===== src/rtl/chord_pitch_set_identifier_assert.svh =====
// Assertion macros for the chord pitch-set identifier.
`ifndef CHORD_PITCH_SET_IDENTIFIER_ASSERT_SVH
`define CHORD_PITCH_SET_IDENTIFIER_ASSERT_SVH

// Same-cycle implication, disabled while in reset.
`define CPSI_ASSERT_SAME(label, clk, rst, ante, cons, msg) \
   label: assert property (@(posedge clk) disable iff (rst) (ante) |-> (cons)) \
      else $error(msg);

// Next-cycle implication, disabled while in reset.
`define CPSI_ASSERT_NEXT(label, clk, rst, ante, cons, msg) \
   label: assert property (@(posedge clk) disable iff (rst) (ante) |=> (cons)) \
      else $error(msg);

`endif


===== src/rtl/cpsi_pkg.sv =====
// Shared types, constants and helper functions of the chord pitch-set identifier.
`default_nettype none

package cpsi_pkg;

   localparam int ClassCount    = 12;
   localparam int TemplateCount = 16;

   typedef logic [11:0] mask_type;
   typedef logic [3:0]  class_type;
   typedef logic [4:0]  count_type;
   typedef logic [4:0]  quality_type;
   typedef logic [6:0]  pitch_type;

   typedef enum logic [1:0] {
      StAccum,
      StScan,
      StSend
   } state_type;

   localparam class_type   LastClass = 4'd11;
   localparam count_type   CountSat  = 5'd31;
   localparam quality_type QualNone  = 5'd0;
   localparam logic [4:0]  NoClass   = 5'h1f;

   // Interval templates in rank order: major .. dim7, then the power chord.
   localparam mask_type Templates [TemplateCount] = '{
      12'h091,  // major
      12'h089,  // minor
      12'h491,  // 7
      12'h489,  // m7
      12'h891,  // maj7
      12'h291,  // 6
      12'h289,  // m6
      12'h0a1,  // sus4
      12'h085,  // sus2
      12'h095,  // add9
      12'h08d,  // madd9
      12'h049,  // dim
      12'h111,  // aug
      12'h449,  // m7b5
      12'h249,  // dim7
      12'h081   // power chord: root and fifth
   };

   // Pitch class of a MIDI note: quotient by 12 through a reciprocal multiply,
   // exact for every 7-bit value.
   function automatic class_type note_class(input pitch_type p);
      logic [12:0] prod;
      logic [3:0]  quot;
      logic [7:0]  rem;
      prod = 13'(p) * 13'd43;
      quot = prod[12:9];
      rem  = 8'(p) - 8'(quot) * 8'(ClassCount);
      return rem[3:0];
   endfunction

endpackage

`default_nettype wire


===== src/rtl/cpsi_root_match.sv =====
// Shared unit: rotates the class mask to one root and matches it against the templates.
`default_nettype none

module cpsi_root_match (
   input  wire cpsi_pkg::mask_type    mask,
   input  wire cpsi_pkg::class_type   root,
   output logic                       hit,
   output cpsi_pkg::quality_type      rank
);

   logic [23:0]        doubled;
   cpsi_pkg::mask_type rotated;

   // Rotate so that the root sits at interval zero
   assign doubled = {mask, mask} >> root;
   assign rotated = doubled[11:0];

   // Compare against every template; the first equal one gives the rank
   always_comb begin
      hit  = 1'b0;
      rank = cpsi_pkg::QualNone;
      for (int t = cpsi_pkg::TemplateCount - 1; t >= 0; t--) begin
         if (rotated == cpsi_pkg::Templates[t]) begin
            hit  = 1'b1;
            rank = 5'(t + 1);
         end
      end
   end

endmodule

`default_nettype wire


===== src/rtl/chord_pitch_set_identifier.sv =====
// Top level of the chord pitch-set identifier: accumulator, root scan sequencer and result register.
//
// Usage: pitches of one chord enter on the req_ stream, one MIDI note per
// request, req_tlast set on the closing note. Notes without tlast are taken
// one per cycle and only accumulated (class mask, lowest note, count).
// On the closing note the block scans the twelve roots, one per cycle,
// through a single rotate-and-match unit, keeping the best match (bass as
// root first, then lower quality rank, then lower root). The result is valid
// on rsp_ once the scan has passed the last root; a chord longer than
// MAX_PITCHES skips the scan and its result is valid the next cycle.
// req_tready is low from the closing note until the result is taken.
// A stalled receiver simply holds the result in the output register.
// Reset is synchronous: it clears the accumulated chord and returns the
// block to accepting notes with no result pending.
`default_nettype none
`include "chord_pitch_set_identifier_assert.svh"

module chord_pitch_set_identifier #(
   parameter int MAX_PITCHES = 16
) (
   input  wire         clock,
   input  wire         reset,
   input  wire         req_tvalid,
   output logic        req_tready,
   input  wire  [7:0]  req_tdata,   // [6:0] pitch, [7] zero
   input  wire         req_tlast,   // last_pitch
   output logic        rsp_tvalid,
   input  wire         rsp_tready,
   output logic [15:0] rsp_tdata    // [0] chord_named, [5:1] chord_quality,
                                    // [10:6] root_class, [15:11] bass_class
);

   localparam cpsi_pkg::count_type MaxCount = cpsi_pkg::count_type'(MAX_PITCHES);

   cpsi_pkg::state_type   state_ff, state_in;
   cpsi_pkg::mask_type    mask_ff, mask_in;
   cpsi_pkg::pitch_type   low_ff, low_in;
   cpsi_pkg::count_type   count_ff, count_in;
   cpsi_pkg::class_type   bass_ff, bass_in;
   cpsi_pkg::class_type   root_ff, root_in;
   logic                  found_ff, found_in;
   logic                  best_ob_ff, best_ob_in;
   cpsi_pkg::quality_type lead_rank_ff, lead_rank_in;
   cpsi_pkg::class_type   lead_root_ff, lead_root_in;
   logic                  named_ff, named_in;
   cpsi_pkg::quality_type qual_ff, qual_in;
   logic [4:0]            root_out_ff, root_out_in;
   logic [4:0]            bass_out_ff, bass_out_in;

   cpsi_pkg::pitch_type   pitch;
   logic                  hit;
   cpsi_pkg::quality_type rank;
   logic                  cand_ob;
   logic                  better;

   assign pitch = req_tdata[6:0];

   // Shared rotate-and-match unit, stepped over the roots
   cpsi_root_match u_match (
      .mask (mask_ff),
      .root (root_ff),
      .hit  (hit),
      .rank (rank)
   );

   assign cand_ob = (root_ff != bass_ff);
   assign better  = hit && (!found_ff || ({cand_ob, rank} < {best_ob_ff, lead_rank_ff}));

   // Next state, accumulation, scan and result
   always_comb begin
      state_in     = state_ff;
      mask_in      = mask_ff;
      low_in       = low_ff;
      count_in     = count_ff;
      bass_in      = bass_ff;
      root_in      = root_ff;
      found_in     = found_ff;
      best_ob_in   = best_ob_ff;
      lead_rank_in = lead_rank_ff;
      lead_root_in = lead_root_ff;
      named_in     = named_ff;
      qual_in      = qual_ff;
      root_out_in  = root_out_ff;
      bass_out_in  = bass_out_ff;
      req_tready   = (state_ff == cpsi_pkg::StAccum);
      rsp_tvalid   = (state_ff == cpsi_pkg::StSend);
      case (state_ff)
         cpsi_pkg::StAccum: begin
            if (req_tvalid) begin
               low_in   = (count_ff == '0 || pitch < low_ff) ? pitch : low_ff;
               mask_in  = mask_ff | (12'b1 << cpsi_pkg::note_class(pitch));
               count_in = (count_ff != cpsi_pkg::CountSat) ? count_ff + 5'd1 : count_ff;
               if (req_tlast) begin
                  bass_in = cpsi_pkg::note_class(low_in);
                  if (count_in > MaxCount) begin
                     named_in    = 1'b0;
                     qual_in     = cpsi_pkg::QualNone;
                     root_out_in = cpsi_pkg::NoClass;
                     bass_out_in = cpsi_pkg::NoClass;
                     state_in    = cpsi_pkg::StSend;
                  end else begin
                     root_in  = '0;
                     found_in = 1'b0;
                     state_in = cpsi_pkg::StScan;
                  end
               end
            end
         end
         cpsi_pkg::StScan: begin
            if (better) begin
               found_in     = 1'b1;
               best_ob_in   = cand_ob;
               lead_rank_in = rank;
               lead_root_in = root_ff;
            end
            if (root_ff == cpsi_pkg::LastClass) begin
               named_in    = found_in;
               qual_in     = found_in ? lead_rank_in : cpsi_pkg::QualNone;
               root_out_in = found_in ? {1'b0, lead_root_in} : cpsi_pkg::NoClass;
               bass_out_in = {1'b0, bass_ff};
               state_in    = cpsi_pkg::StSend;
            end else begin
               root_in = root_ff + 4'd1;
            end
         end
         cpsi_pkg::StSend: begin
            if (rsp_tready) begin
               mask_in  = '0;
               low_in   = '0;
               count_in = '0;
               state_in = cpsi_pkg::StAccum;
            end
         end
         default: begin
            state_in = cpsi_pkg::StAccum;
         end
      endcase
   end

   // Control state and chord accumulation
   always_ff @(posedge clock) begin
      if (reset) begin
         state_ff <= cpsi_pkg::StAccum;
         mask_ff  <= '0;
         low_ff   <= '0;
         count_ff <= '0;
         found_ff <= 1'b0;
      end else begin
         state_ff <= state_in;
         mask_ff  <= mask_in;
         low_ff   <= low_in;
         count_ff <= count_in;
         found_ff <= found_in;
      end
   end

   // Scan payload and result register
   always_ff @(posedge clock) begin
      bass_ff      <= bass_in;
      root_ff      <= root_in;
      best_ob_ff   <= best_ob_in;
      lead_rank_ff <= lead_rank_in;
      lead_root_ff <= lead_root_in;
      named_ff     <= named_in;
      qual_ff      <= qual_in;
      root_out_ff  <= root_out_in;
      bass_out_ff  <= bass_out_in;
   end

   assign rsp_tdata = {bass_out_ff, root_out_ff, qual_ff, named_ff};

   // Checks on the sequencer and result encoding
   `CPSI_ASSERT_SAME(a_busy_while_result, clock, reset, rsp_tvalid, !req_tready, "request taken while result pending")
   `CPSI_ASSERT_NEXT(a_scan_runs, clock, reset, (state_ff == cpsi_pkg::StScan) && (root_ff != cpsi_pkg::LastClass), state_ff == cpsi_pkg::StScan, "root scan ended early")
   `CPSI_ASSERT_SAME(a_named_has_quality, clock, reset, rsp_tvalid && rsp_tdata[0], (rsp_tdata[5:1] != cpsi_pkg::QualNone) && (rsp_tdata[10:6] != cpsi_pkg::NoClass), "named chord lacks quality or root")
   `CPSI_ASSERT_SAME(a_unnamed_empty, clock, reset, rsp_tvalid && !rsp_tdata[0], (rsp_tdata[5:1] == cpsi_pkg::QualNone) && (rsp_tdata[10:6] == cpsi_pkg::NoClass), "unnamed chord carries quality or root")

endmodule

`default_nettype wire

===== config.mk =====
export PLATFORM = sky130hd
export DESIGN_NAME = chord_pitch_set_identifier
export DESIGN_NICKNAME = d
export VERILOG_FILES = /design/src/rtl/cpsi_pkg.sv /design/src/rtl/cpsi_root_match.sv /design/src/rtl/chord_pitch_set_identifier.sv
export VERILOG_INCLUDE_DIRS = /design/src /design/src/rtl
export SDC_FILE = /design/constraint.sdc
export NUM_CORES = 1
export LEC_CHECK = 0
export BUFFER_PORTS_ARGS = -buffer_cell sky130_fd_sc_hd__buf_2
export CAP_MARGIN = 40
export CORE_MARGIN = 2
export CORE_UTILIZATION = 31
export DETAILED_ROUTE_END_ITERATION = 8
export GPL_ROUTABILITY_DRIVEN = 0
export PLACE_DENSITY = 0.47
export SKIP_LAST_GASP = 1
export SYNTH_ARGS = -nofsm -noshare
export SYNTH_HDL_FRONTEND = slang
export SYNTH_SLANG_ARGS = --single-unit

===== constraint.sdc =====
create_clock -name clock -period 11.9 [get_ports clock]
set_clock_uncertainty 0.2 [all_clocks]
set_input_delay 0 -clock clock [delete_from_list [all_inputs] [get_ports clock]]
set_output_delay 0 -clock clock [all_outputs]
set_load 0.005 [all_outputs]

==> impl_metrics.toml <==
[synthesis]
async_flop_share = 0
ys.flop_type = "edfxtp_1"
synth_edf_count = 34
synthCells = 616
yosysUniqueCellTypes = 83
syn_area_mm2 = 0.00582
synth_seq_cells = 61
syn_nets = 705
ys_warn_count = 0
synth_seq_area_share = 0.268
synth.avg_cell_area_um2 = 9.45

[die]
rows = 50
io-pin-count = 31
die_w_um = 141
die_area_mm2 = 0.0199
start_util = 0.313
die_y_um = 141
design.core.area_mm2 = 0.0186

[setup_path]
critPathCaptureType = "register"
crit_buf_inv = 1
crit_top_cell = "a21o_1"
critPathTopFamily = "compound AO/OA/AOI/OAI gates"
critPathMaxFanout = 30
critPathLaunchType = "register"
critPathKind = "register to register"
cpMaxStageDelayCell = "mux4_2"
critPathArrivalTime_ns = 6.16
cpPeakStageDelay_ns = 0.61
required_ns = 11.79
crit_chain = "buf_4, mux4_2, a211oi_1, a31o_1, o31ai_2, or4_1, o32ai_2, nor2_1, nand3_1, ha_1, a21o_1, a21o_1, a21o_1, a22oi_1, o41ai_1, a311o_1, o21ai_2, o21ai_2, mux2_4, and2_1"

[timing]
timing_hold_violations_final = 0
report.final.slew_viol_count = 0
min_period_ns = 6.28
post-route-period-util = 0.527
relSlewSlack = 0.417
setup_tns_ns = 0
rsz0062_at_grt = "false"
fmax_mhz = 159
timing.final.ws_setup_ns = 5.62
hold_slack_ns = 0.0971
worst_pin_slew_ns = 0.868
finalSetupViolCount = 0

[pwr]
swShare = 0.355
power.internal_mw = 0.575
power_density_mw_per_mm2 = 137
p_seq_frac = 0.295
p_total_mw = 0.892
p_sw_mw = 0.317
ir_drop_mv = 0.0757
pwr-share-clk = 0.305
p_leak_nw = 2.78
pwr-share-comb = 0.400

[place]
place_ws_ns = 5.57
portBuffers = 29
hpwl_um = 11000

[clock_tree]
cts-resized-gates = 0
clk_path_buf_depth = 2
clk_latency_ns = 0.33
path_clk_slew_ns = 0.05
cts_root_buf = "clkbuf_16"
cts_tree = "yes"
cts_sinks = 61
cts_max_level = 3
cts-buffers-inserted = 9

[job]
cap_violations = 0

[cells_and_area]
drive_gt1_frac = 0.142
mostFrequentLayoutCells = "inv_1, ha_1, nor2_1"
antenna_cells = 0
area_growth_pct = 12.2
fin_nets = 732
layout_commonest_cell = "inv_1"

[drt]
wl_um = 14100
drc = 0
ant_nets = 0
avgRoutedWirePerCell_um = 16.0
dr_total_vias = 4734
drt-vias-per-instance = 5.37
drtIter0Drc = 350
drtPass1Iterations = 5

[grt]
track_usage = 0.150
grt_pass1_wl_um = 24000
grt_max_degree = 31
first_global_vias = 4665
antenna_found_initial = 0
grt_overflow = 0

[hold_path]
hold_class = "primary input to register"

[outcome]
outcome = "finished, final reports clean"
==> metal layers <==
| layer | GRT usage | up-vias | wire, um | share of wire |
|---|---|---|---|---|
| met4 | 0.0521 | 0 | 250 | 0.018 |
| met1 | 0.196 | 2297 | 6490 | 0.46 |
| met2 | 0.254 | 111 | 6870 | 0.49 |
| met5 | 0 | - | 0 | 0 |
| met3 | 0.0214 | 17 | 508 | 0.036 |
| li1 | - | 2309 | - | - |
==> area by class of cell <==
type | count | area [um^2]
Multi-Input combinational cell | 454 | 3830
Clock buffer | 10 | 229
Inverter | 76 | 285
Tap cell | 234 | 293
Fill cell | 1888 | 12000
Clock inverter | 6 | 77.6
Timing Repair Buffer | 41 | 259
Sequential cell | 61 | 1560
==> logic make-up (layout without fill, tap and decap cells) <==
logic type      count (synthesis)  after routing  share of synthesized area
flops                          61             61                      0.268
simple gates                  178            178                      0.162
fa+ha+maj                      76             76                      0.179
buf+inv                       101            133                     0.0754
compound gates                138            138                      0.181
mux                            38             38                     0.0984
xor+xnor                       24             24                     0.0361
==> state kept, by name, summed over array words and instances (netlist names), 5 cells and up <==
signal        count
root_out_ff       5
qual_ff           5
mask_ff          12
count_ff          5
bass_out_ff       5
lead_rank_ff      5
low_ff            7
==> power by group through the flow <==
stage / clock [mW] / combinational [mW] / sequential, mW
floorplan: 0 / 0.284 / 0.257
finish: 0.272 / 0.357 / 0.263
global route: 0.288 / 0.413 / 0.265
global placement: 0 / 0.347 / 0.267
detailed placement: 0 / 0.357 / 0.268
CTS: 0.277 / 0.361 / 0.263
==> worst paths after layout <==
kind / startpoint / endpoint / slack [ns] / cells after the start
worst max register to register: root_ff[0]$_SDFFCE_PN0P_ / qual_ff[4]$_SDFFCE_PN0P_ / 5.62 / 20
worst min register to register: low_ff[2]$_SDFFE_PP0P_ / low_ff[2]$_SDFFE_PP0P_ / 0.31 / 2
worst max-delay path: root_ff[0]$_SDFFCE_PN0P_ / qual_ff[4]$_SDFFCE_PN0P_ / 5.62 / 20
worst min-delay path: req_tdata[6] / low_ff[6]$_SDFFE_PP0P_ / 0.1 / 5
==> what timing repair did <==
item / in CTS / in global routing
buffers inserted: 0 / 0
endpoints found under the hold margin: 27 / 0
hold buffers: 8 / 0
endpoints found under the setup margin: 0 / 0
==> metrics by stage <==
step / std cells / cell area [um^2] / util
after global routing: 882 / 6530 / 0.352
after detailed placement: 858 / 6140 / 0.331
final: 882 / 6530 / 0.352
after floorplan: 616 / 5820 / -
after global placement: 856 / 6130 / 0.330
after CTS: 882 / 6530 / 0.352
==> synth_stat cells, types with 9 or more instances <==
| library cell | instances | area [um^2] |
|---|---|---|
| nand2b_1 | 15 | 93.8 |
| a21o_1 | 10 | 75.1 |
| fa_1 | 12 | 240 |
| mux2_2 | 9 | 101 |
| a22oi_1 | 11 | 82.6 |
| dfxtp_1 | 27 | 541 |
| clkbuf_1 | 11 | 41.3 |
| nor2_1 | 44 | 165 |
| nand2_1 | 39 | 146 |
| mux4_2 | 12 | 270 |
| and2_1 | 10 | 62.6 |
| o21ai_0 | 20 | 100 |
| a21oi_1 | 22 | 110 |
| ha_1 | 64 | 801 |
| nor2b_1 | 9 | 56.3 |
| mux2i_1 | 13 | 130 |
| edfxtp_1 | 34 | 1020 |
| xnor2_1 | 22 | 193 |
| nand3_1 | 14 | 70.1 |
| inv_1 | 74 | 278 |
==> worst register-to-register path, delay by kind of cell (launching register included) <==
family	cells	cell delay [ns]
DFF	1	0.31
buffers and inverters	1	0.37
AOI/OAI and AO/OA	12	2.89
adders and majority gates	1	0.26
and+or+nand+nor	4	0.99
muxes	2	0.99
No activity file was read; power rests on OpenSTA's default activity.
